<file path="src/sv/assert_macros.svh">
// ----------------------------------------------------------------------------
// assert_macros.svh
// shared concurrent assertion wrappers, clocked on the rising edge and
// disabled while reset is high
// ----------------------------------------------------------------------------
`ifndef ASSERT_MACROS_SVH
`define ASSERT_MACROS_SVH

// property must hold at every edge outside reset
`define ASSERT_ALWAYS(label, clk, rst, prop, msg) \
  label: assert property (@(posedge clk) disable iff (rst) (prop)) else $error(msg);

// when the trigger holds, the result must hold in the next cycle
`define ASSERT_NEXT(label, clk, rst, trig, prop, msg) \
  label: assert property (@(posedge clk) disable iff (rst) (trig) |=> (prop)) else $error(msg);

`endif

</file>
<file path="src/sv/mlm_pkg.sv">
// ----------------------------------------------------------------------------
// mlm_pkg
// types and codes shared by the fifo hand-off mutex modules
// ----------------------------------------------------------------------------
package mlm_pkg;

  typedef logic [7:0] tid_t;

  typedef enum logic [1:0] {
    REQ_LOCK    = 2'd0,
    REQ_UNLOCK  = 2'd1,
    REQ_TRYLOCK = 2'd2
  } req_t;

  typedef enum logic [2:0] {
    ST_GRANTED   = 3'd0,
    ST_QUEUED    = 3'd1,
    ST_BUSY      = 3'd2,
    ST_OWNER     = 3'd3,
    ST_NOT_OWNER = 3'd4,
    ST_FULL      = 3'd5
  } status_t;

  typedef struct packed {
    logic [1:0] req_type;
    tid_t       thread_id;
  } in_item_t;

  typedef struct packed {
    status_t status;
    logic    woken_valid;
    tid_t    woken_id;
    logic    is_locked;
    tid_t    owner_id;
  } out_item_t;

  // controller to datapath
  typedef struct packed {
    logic capture;
    logic commit;
  } cmd_t;

endpackage

</file>
<file path="src/sv/mutex_lock_manager.sv">
// result beat: the request is captured into the request register, then the
//   execute state commits the result once the output register is free; a new
//   request is taken only after that, and execute uses the registered head read
// reset: synchronous; mutex free, owner 0, queue empty; queue memory is not
//   cleared, entries are only read after being written
// ----------------------------------------------------------------------------
// mutex_lock_manager
// fifo hand-off mutex with owner register and queue of waiting thread ids
// ----------------------------------------------------------------------------
module mutex_lock_manager #(
  parameter int QUEUE_DEPTH    = 16,
  parameter int THREAD_ID_BITS = 8
) (
  input  logic               clk,
  input  logic               rst,
  input  logic               in_valid,
  output logic               in_ready,
  input  mlm_pkg::in_item_t  in_item,
  output logic               out_valid,
  input  logic               out_ready,
  output mlm_pkg::out_item_t out_item
);

  mlm_pkg::cmd_t cmd;

  mlm_ctrl u_ctrl (
    .clk       (clk),
    .rst       (rst),
    .in_valid  (in_valid),
    .in_ready  (in_ready),
    .out_valid (out_valid),
    .out_ready (out_ready),
    .cmd       (cmd)
  );

  mlm_datapath #(
    .QUEUE_DEPTH    (QUEUE_DEPTH),
    .THREAD_ID_BITS (THREAD_ID_BITS)
  ) u_datapath (
    .clk      (clk),
    .rst      (rst),
    .cmd      (cmd),
    .in_item  (in_item),
    .out_item (out_item)
  );

endmodule

</file>
<file path="src/sv/mlm_ctrl.sv">
// ----------------------------------------------------------------------------
// mlm_ctrl
// sequencer: takes a request beat, stays in the execute state until the
// result can enter the output register, and holds it there until it is taken
// ----------------------------------------------------------------------------
module mlm_ctrl (
  input  logic          clk,
  input  logic          rst,
  input  logic          in_valid,
  output logic          in_ready,
  output logic          out_valid,
  input  logic          out_ready,
  output mlm_pkg::cmd_t cmd
);

  typedef enum logic [1:0] {
    S_IDLE = 2'b01,
    S_EXEC = 2'b10
  } state_t;

  state_t state;
  state_t state_next;
  logic   out_valid_next;
  logic   commit;

  assign in_ready    = (state == S_IDLE);
  // a new result may enter when the output register is empty or being drained
  assign commit      = (state == S_EXEC) && (!out_valid || out_ready);
  assign cmd.capture = in_valid && in_ready;
  assign cmd.commit  = commit;

  always_comb begin
    state_next = state;
    unique case (state)
      S_IDLE: begin
        if (in_valid) state_next = S_EXEC;
      end
      S_EXEC: begin
        if (commit) state_next = S_IDLE;
      end
      default: state_next = S_IDLE;
    endcase
  end

  always_comb begin
    out_valid_next = out_valid;
    priority if (commit) begin
      out_valid_next = 1'b1;
    end else if (out_ready) begin
      out_valid_next = 1'b0;
    end
  end

  always_ff @(posedge clk) begin
    if (rst) begin
      state     <= S_IDLE;
      out_valid <= 1'b0;
    end else begin
      state     <= state_next;
      out_valid <= out_valid_next;
    end
  end

endmodule

</file>
<file path="src/sv/mlm_datapath.sv">
// ----------------------------------------------------------------------------
// mlm_datapath
// request register, owner and lock flag, wait queue memory with head and tail
// pointers and wait count, and the result register
// ----------------------------------------------------------------------------
`include "assert_macros.svh"

module mlm_datapath #(
  parameter int QUEUE_DEPTH    = 16,
  parameter int THREAD_ID_BITS = 8
) (
  input  logic               clk,
  input  logic               rst,
  input  mlm_pkg::cmd_t      cmd,
  input  mlm_pkg::in_item_t  in_item,
  output mlm_pkg::out_item_t out_item
);

  // ids are never wider than the 8-bit field
  localparam int IdW  = (THREAD_ID_BITS < 8) ? THREAD_ID_BITS : 8;
  localparam int PtrW = (QUEUE_DEPTH > 1) ? $clog2(QUEUE_DEPTH) : 1;
  localparam int CntW = $clog2(QUEUE_DEPTH + 1);

  logic [IdW-1:0]  wait_mem [QUEUE_DEPTH];
  logic [IdW-1:0]  rd_data;

  mlm_pkg::req_t   req_q;
  logic [IdW-1:0]  tid_q;

  logic            lock_flag;
  logic            lock_flag_next;
  logic [IdW-1:0]  owner;
  logic [IdW-1:0]  owner_next;
  logic [PtrW-1:0] head_ptr;
  logic [PtrW-1:0] tail_ptr;
  logic [CntW-1:0] wait_count;

  logic               do_push;
  logic               do_pop;
  mlm_pkg::out_item_t res;
  mlm_pkg::out_item_t out_q;

  function automatic logic [PtrW-1:0] ptr_inc(input logic [PtrW-1:0] p);
    return (p == PtrW'(QUEUE_DEPTH - 1)) ? '0 : p + 1'b1;
  endfunction

  // request capture
  always_ff @(posedge clk) begin
    if (cmd.capture) begin
      req_q <= mlm_pkg::req_t'(in_item.req_type);
      tid_q <= IdW'(in_item.thread_id);
    end
  end

  // queue memory, head entry read every cycle
  always_ff @(posedge clk) begin
    if (do_push) wait_mem[tail_ptr] <= tid_q;
    rd_data <= wait_mem[head_ptr];
  end

  always_comb begin
    lock_flag_next  = lock_flag;
    owner_next      = owner;
    do_push         = 1'b0;
    do_pop          = 1'b0;
    res.status      = mlm_pkg::ST_NOT_OWNER;
    res.woken_valid = 1'b0;
    res.woken_id    = '0;
    unique case (req_q)
      mlm_pkg::REQ_LOCK: begin
        priority if (!lock_flag) begin
          lock_flag_next = 1'b1;
          owner_next     = tid_q;
          res.status     = mlm_pkg::ST_GRANTED;
        end else if (owner == tid_q) begin
          res.status = mlm_pkg::ST_OWNER;
        end else if (wait_count == CntW'(QUEUE_DEPTH)) begin
          res.status = mlm_pkg::ST_FULL;
        end else begin
          do_push    = cmd.commit;
          res.status = mlm_pkg::ST_QUEUED;
        end
      end
      mlm_pkg::REQ_UNLOCK: begin
        if (lock_flag && owner == tid_q) begin
          if (wait_count != '0) begin
            // hand over to the oldest waiter
            do_pop          = cmd.commit;
            owner_next      = rd_data;
            res.woken_valid = 1'b1;
            res.woken_id    = mlm_pkg::tid_t'(rd_data);
          end else begin
            lock_flag_next = 1'b0;
            owner_next     = '0;
          end
          res.status = mlm_pkg::ST_GRANTED;
        end
      end
      mlm_pkg::REQ_TRYLOCK: begin
        if (!lock_flag) begin
          lock_flag_next = 1'b1;
          owner_next     = tid_q;
          res.status     = mlm_pkg::ST_GRANTED;
        end else begin
          res.status = mlm_pkg::ST_BUSY;
        end
      end
      default: res.status = mlm_pkg::ST_NOT_OWNER;
    endcase
    res.is_locked = lock_flag_next;
    res.owner_id  = lock_flag_next ? mlm_pkg::tid_t'(owner_next) : '0;
  end

  always_ff @(posedge clk) begin
    if (rst) begin
      lock_flag  <= 1'b0;
      owner      <= '0;
      head_ptr   <= '0;
      tail_ptr   <= '0;
      wait_count <= '0;
    end else if (cmd.commit) begin
      lock_flag <= lock_flag_next;
      owner     <= owner_next;
      if (do_push) begin
        tail_ptr   <= ptr_inc(tail_ptr);
        wait_count <= wait_count + 1'b1;
      end
      if (do_pop) begin
        head_ptr   <= ptr_inc(head_ptr);
        wait_count <= wait_count - 1'b1;
      end
    end
  end

  always_ff @(posedge clk) begin
    if (cmd.commit) out_q <= res;
  end

  assign out_item = out_q;

  `ASSERT_ALWAYS(a_count_bound, clk, rst, wait_count <= CntW'(QUEUE_DEPTH), "wait count overflow")
  `ASSERT_ALWAYS(a_free_no_waiters, clk, rst, lock_flag || wait_count == '0, "waiters on free mutex")
  `ASSERT_ALWAYS(a_push_pop_excl, clk, rst, !(do_push && do_pop), "push and pop together")
  `ASSERT_NEXT(a_handoff_owner, clk, rst, cmd.commit, !out_q.woken_valid || (out_q.is_locked && out_q.owner_id == out_q.woken_id), "woken id is not new owner")

endmodule

</file>
<file path="config.mk">
export PLATFORM = sky130hd
export DESIGN_NAME = mutex_lock_manager
export DESIGN_NICKNAME = d
export VERILOG_FILES = /design/src/sv/mlm_pkg.sv /design/src/sv/mutex_lock_manager.sv /design/src/sv/mlm_ctrl.sv /design/src/sv/mlm_datapath.sv
export VERILOG_INCLUDE_DIRS = /design/src /design/src/sv
export SDC_FILE = /design/constraint.sdc
export NUM_CORES = 1
export LEC_CHECK = 0
export ABC_AREA = 1
export ABC_CLOCK_PERIOD_IN_PS = 5000
export BUFFER_PORTS_ARGS = -buffer_cell sky130_fd_sc_hd__buf_2
export CELL_PAD_IN_SITES_DETAIL_PLACEMENT = 0
export CELL_PAD_IN_SITES_GLOBAL_PLACEMENT = 1
export CORE_MARGIN = 5
export CORE_UTILIZATION = 40
export CTS_CLUSTER_SIZE = 16
export DETAILED_ROUTE_END_ITERATION = 10
export PLACE_DENSITY_LB_ADDON = 0.1
export SLEW_MARGIN = 20
export SYNTH_ARGS = -nofsm -noshare
export SYNTH_HDL_FRONTEND = slang
export SYNTH_HIERARCHICAL = 1
export SYNTH_SLANG_ARGS = --single-unit
</file>
<file path="constraint.sdc">
create_clock -name clk -period 5 [get_ports clk]
set_clock_uncertainty 0.2 [all_clocks]
set_input_delay 0.5 -clock clk [delete_from_list [all_inputs] [get_ports clk]]
set_output_delay 0.5 -clock clk [all_outputs]
set_load 0.02 [all_outputs]
</file>
# [Word-level counts from Yosys, hierarchy flattened]
# Memories as Yosys holds them, arrays and structs flattened. A register that Yosys moved wholly into a read port is not among the register bits.
# Index checks and enable logic that the tools add are counted.
[word_totals] ff_bits=56 latch_bits=0 mem_bits_rw=128 romBits=0 in_bits=14 out_inout_bits=23 wordCells=77 mem_count=1
[memory_table] name="u_datapath.wait_mem" words=16 word_bits=8 read_ports=1 rd_clocked_by_memory_dff=1 write_ports=1 line="mlm_datapath.sv:24" rtl="logic [IdW-1:0] wait_mem [QUEUE_DEPTH];"
[op_classes] addsub=4 multipliers=0 div=0 order_cmp=0 eq_ne=10 n_shift=0 mux=32 bitwise=0 n_reduce_logical=16
[op_table] cell="$mux W8" count=3
[op_table] cell="$pmux W8 S2" count=1
[op_table] cell="$mux W1" count=13
[op_table] cell="$mux W12" count=1
[op_table] cell="$mux W5" count=2
[op_table] cell="$reduce_and A2 Y1" count=5
[op_table] cell="$mux W3" count=3
[op_table] cell="$mux W9" count=1
[op_table] cell="$pmux W3 S3" count=1
[op_table] cell="$add A4 B1 Y4 const B" count=2
[op_table] cell="$eq A4 B4 Y1 const B" count=2
[op_table] cell="$eq A8 B8 Y1" count=1
[op_table] cell="$mux W4" count=2
[op_table] cell="$mux W2" count=3
[op_table] cell="$add A5 B1 Y5 const B" count=1
[op_table] cell="$eq A5 B5 Y1 const B" count=1
[op_table] cell="$reduce_bool A5 Y1" count=1
[op_table] cell="$sub A5 B1 Y5 const B" count=1
[op_table] cell="$eq A2 B1 Y1 const B" count=2
[op_table] cell="$eq A2 B2 Y1 const B" count=2
[op_table] cell="$pmux W2 S2" count=1
[op_table] cell="$reduce_bool A2 Y1" count=2
[op_table] cell="$logic_and A1 B1 Y1" count=3
[op_table] cell="$reduce_and A3 Y1" count=1
[op_table] cell="other kinds (7)" count=7

# [Depth between registers and ports, before layout]
[depth] depth_word=9 ltp_mapped=20

# [Cells and area by module]
# Netlist, hierarchy kept.
[modules_own_cells] module="mlm_datapath" n_inst=1 cells_each=684 area_per_inst_um2=7820.0
[modules_own_cells] module="mlm_ctrl" n_inst=1 cells_each=19 area_per_inst_um2=152.6

# [Worst setup path after synthesis]
# No wires, ideal clock.
[synth_path] path_kind="input to register" from="input out_ready" to="memory u_datapath/wait_mem[7][0] in the netlist's numbering, enable pin" arrival_time_ps=2210 required_ps=4417 path_slack_ps=2206 cell_stages=8 cell_sequence="nor2_4 > nor3_1 > buf_4 > buf_2 > o21ai_0 > nor2_2 > nand2_1 > nor3_1"
[synth_between] elab_chain_cells=8
[synth_lines] item="start, declared" line="mutex_lock_manager.sv:20" rtl="input logic out_ready,"
[synth_lines] item="$logic_or A1 B1 Y1" line="mlm_ctrl.sv:28" rtl="assign commit = (state == S_EXEC) && (!out_valid || out_ready);"
[synth_lines] item="$logic_and A1 B1 Y1" line="mlm_ctrl.sv:28"
[synth_lines] item="via u_ctrl.commit" line="mlm_ctrl.sv:24" rtl="logic commit;"
[synth_lines] item="$mux W1" line="mlm_datapath.sv:77" rtl="end else if (wait_count == CntW'(QUEUE_DEPTH)) begin"
[synth_lines] item="$mux W1" line="mlm_datapath.sv:75" rtl="end else if (owner == tid_q) begin"
[synth_lines] item="$mux W1" line="mlm_datapath.sv:71" rtl="priority if (!lock_flag) begin"
[synth_lines] item="$mux W1" line="mlm_datapath.sv:69" rtl="unique case (req_q)"
[synth_lines] item="$mux W1" line="mlm_datapath.sv:57" rtl="if (do_push) wait_mem[tail_ptr] <= tid_q;"
[synth_lines] item="$mux W1 (implied by the code)" line="mlm_datapath.sv:57"
[synth_lines] item="end, declared" line="mlm_datapath.sv:24"
# The timed path passes the listed nets, and every way through them passes these cells.

# [Final worst setup path]
[layout_path] from="register u_datapath.tid_q[3]" to="memory u_datapath/wait_mem[3][0] in the netlist's numbering, enable pin"
[layout_between] elab_chain_cells=6
[layout_lines] item="start, declared" line="mlm_datapath.sv:28" rtl="logic [IdW-1:0] tid_q;"
[layout_lines] item="start signal, assigned" line="mlm_datapath.sv:51" rtl="tid_q <= IdW'(in_item.thread_id);"
[layout_lines] item="$eq A8 B8 Y1" line="mlm_datapath.sv:75"
[layout_lines] item="$mux W1" line="mlm_datapath.sv:75"
[layout_lines] item="$mux W1" line="mlm_datapath.sv:71"
[layout_lines] item="$mux W1" line="mlm_datapath.sv:69"
[layout_lines] item="$mux W1" line="mlm_datapath.sv:57"
[layout_lines] item="$mux W1 (implied by the code)" line="mlm_datapath.sv:57"
# Every way passes these cells.

==> impl_metrics.toml <==
[status]
status = "finished clean"

[die]
core-area_mm2 = 0.01953
dieArea_mm2 = 0.02286
pin_count = 37
start_util = 0.4083
rows = 51
die_x_um = 151.2
fp.dieH_um = 151.2

[logic_synthesis]
synth-async-reset-ratio = 0
synth_edf_count = 159
syn_inst = 703
synth_top_flop_cell = "edfxtp_1"
ys_seq_area_frac = 0.6817
synth_area_per_cell_um2 = 11.34
synth_nets = 723
synthDistinctLibCells = 38
ys_seq_elements = 192
yosysWarnings = 6
netlist_area_mm2 = 0.007973

[placement]
io_buffers = 36
gp_congestion = 0.7930
dpl.hpwl_um = 12470

[timing]
fin_crit_ns = 3.343
timing.hold.ws_ns = 0.03996
setup_viol = 0
drv_slew = 0
timing.final.crit_share = 0.6686
finalHoldViolations = 0
worst-slew-pin-transition_ns = 1.095
relSlewSlack = 0.2676
final.setup.tns_ns = 0
fmax_mhz = 299.2
rsz0062_at_grt = "false"

[worst_setup_path]
worstSetupPathType = "reg2reg"
cp.required_ns = 4.84
cp_data_arrival_time_ns = 3.19
cpMaxStageDelayCell = "nor2_1"
path_common_cell = "nand2_1"
startpoint_type = "flop"
max_stage_delay_ns = 0.86
critPathMaxFanout = 19
cp_cell_sequence = "inv_1 > nand2_1 > nand2_1 > nand2_1 > nor2_1 > nand2_1 > nand3_1 > nor2_2 > nand2_1 > nor2_1"
worst_setup_path_end_kind = "flop"

[global_route]
use_met2 = 0.2545
grt_util_met3 = 0.02693
grt_max_degree = 68
grt_util_all_layers = 0.1751
grt-ovfl-total = 0
grt_pass1_wl_um = 29460
grt_pass1_vias = 4963
grt.busiest_layer = "met1"
grt_antenna_before_repair = 0
grtUsageMet1 = 0.2720

[power]
ir_worst_vdd_mv = 0.2451
power_leakage_nw = 3.331
power_density_mw_per_mm2 = 351.3

[final_layout]
multiInputGateArea_mm2 = 0.002112
final_nets = 762
n_antenna_cell = 0
drive_gt1_frac = 0.1457
fillCellCount = 1873
area_growth_pct = 13.45
seqCellArea_mm2 = 0.005438

[clock_tree]
cts.sinks = 192
clk-insertion-delay-late_ns = 0.43
cts-buffers-inserted = 17
clockBufferDepth = 2
cts_tree = "built"
cts_hold_buf = 0
cts_resized = 0
cts.htree.levels = 4
clk_pin_slew_ns = 0.07
post_cts_buffers = 0
root_buffer = "clkbuf_16"

[worst_hold_path]
hold_path.class = "in2reg"

[run]
cap_violations = 0

[drt]
wl_per_cell_um = 18.87
first_iter_violations = 467
first_pass_iters = 5
ant_nets = 0
routed_wl_um = 19240
viasPerCell = 5.100
dr_total_vias = 5202
drcViolationCount = 0
-- critical path, delay by kind of cell, from the launching register on --
family | cells | cell delay (ns)
AND/OR/NAND/NOR | 9 | 1.88
flip-flops | 1 | 0.72
buffers and inverters | 1 | 0.16
-- where the power goes --
part           total [mW]  leakage [nW]  switching, mW  internal [mW]
sequential           1.77          1.71         0.0264           1.74
clock                1.34         0.288          0.597          0.745
combinational      0.0663          1.33         0.0455         0.0208
-- synth_stat cells (all sizes together) (7+ instances only) --
| cell | number | share of area |
|---|---|---|
| o221ai | 13 | 0.014 |
| o211ai | 7 | 0.0066 |
| dfxtp | 33 | 0.083 |
| nor2 | 123 | 0.063 |
| inv | 81 | 0.038 |
| mux2i | 13 | 0.016 |
| nand3 | 27 | 0.018 |
| o32ai | 20 | 0.023 |
| a21oi | 21 | 0.014 |
| nand2 | 97 | 0.047 |
| edfxtp | 159 | 0.60 |
| o21ai | 55 | 0.035 |
| clkbuf | 18 | 0.0085 |
| buf | 9 | 0.0064 |
-- cells in the final DEF, fill, tap and decap left out, types with 4 or more instances in the layout --
| cell | Yosys | final |
|---|---|---|
| nand3_1 | 25 | 25 |
| clkinv_2 | 1 | 4 |
| ha_1 | 6 | 6 |
| buf_2 | 5 | 36 |
| clkbuf_16 | 0 | 17 |
| buf_4 | 1 | 11 |
| dfxtp_1 | 33 | 31 |
| a21oi_1 | 20 | 20 |
| nor2_1 | 112 | 112 |
| mux2i_1 | 13 | 13 |
| inv_2 | 4 | 5 |
| o21ai_0 | 52 | 52 |
| edfxtp_1 | 159 | 159 |
| nor2_2 | 8 | 8 |
| o221ai_1 | 13 | 13 |
| nand2_2 | 5 | 5 |
| o211ai_1 | 7 | 7 |
| o32ai_1 | 19 | 19 |
| inv_6 | 0 | 5 |
| inv_1 | 77 | 77 |
| nor3_1 | 6 | 4 |
| nand2_1 | 92 | 92 |
-- stage by stage --
step	setup WS [ns]	power (mW)	cells	area (µm²)	util
final	1.657	3.177	1020	9045	0.4632
after global routing	1.460	3.281	1020	9045	0.4632
after CTS	1.475	3.210	1020	9039	0.4629
after detailed placement	1.495	1.871	988	8454	0.4330
after global placement	1.696	1.870	988	8454	0.4330
after floorplan	2.206	1.836	703	7973	-
-- flip-flops by register name, indices dropped and copies added, names as in the netlist --
register / flops
u_datapath/wait_mem: 128
u_datapath/req_q: 2
u_ctrl/out_valid: 1
u_datapath/lock_flag: 1
u_datapath/out_item: 21
u_ctrl/state: 2
u_datapath/wait_count: 5
u_datapath/tid_q: 8
u_datapath/rd_data: 8
u_datapath/owner: 8
u_datapath/head_ptr: 4
u_datapath/tail_ptr: 4
-- final cells by class --
cell class,instances,share of cell area
Inverter,84,0.03500
Sequential cell,192,0.6012
Multi-Input combinational cell,400,0.2335
Clock buffer,17,0.04703
Clock inverter,15,0.01757
Tap cell,265,0.03666
Timing Repair Buffer,47,0.02905
-- metal layers --
metal / share of wire / wire length, µm
met3: 0.049 / 947
met4: 0.011 / 216
met1: 0.50 / 9650
met5: 0 / 0
met2: 0.44 / 8429
-- final timing paths --
check / start / to / slack [ns] / cells after the start
worst max-delay path: u_datapath/tid_q[3]$_DFFE_PP_ / u_datapath/wait_mem[3][0]$_DFFE_PP_ / 1.66 / 10
worst min-delay path: in_item[8] / u_datapath/req_q[0]$_DFFE_PP_ / 0.04 / 1
worst max register to register: u_datapath/tid_q[3]$_DFFE_PP_ / u_datapath/wait_mem[3][0]$_DFFE_PP_ / 1.66 / 10
worst min register to register: u_datapath/wait_count[0]$_SDFFE_PP0P_ / u_datapath/wait_count[0]$_SDFFE_PP0P_ / 0.31 / 1
-- kinds of logic (layout without fill, tap and decap cells) --
group / after synthesis / count (layout) / share of synthesized area
and+or+nand+nor: 256 / 256 / 0.1368
muxes: 13 / 13 / 0.01632
DFF: 192 / 192 / 0.6817
xor gates and xnor gates: 4 / 4 / 0.004395
adders and majority gates: 6 / 6 / 0.009416
buffers and inverters: 111 / 163 / 0.05461
AOI/OAI and AO/OA: 121 / 121 / 0.09668
(Power assumes the default switching activity.)
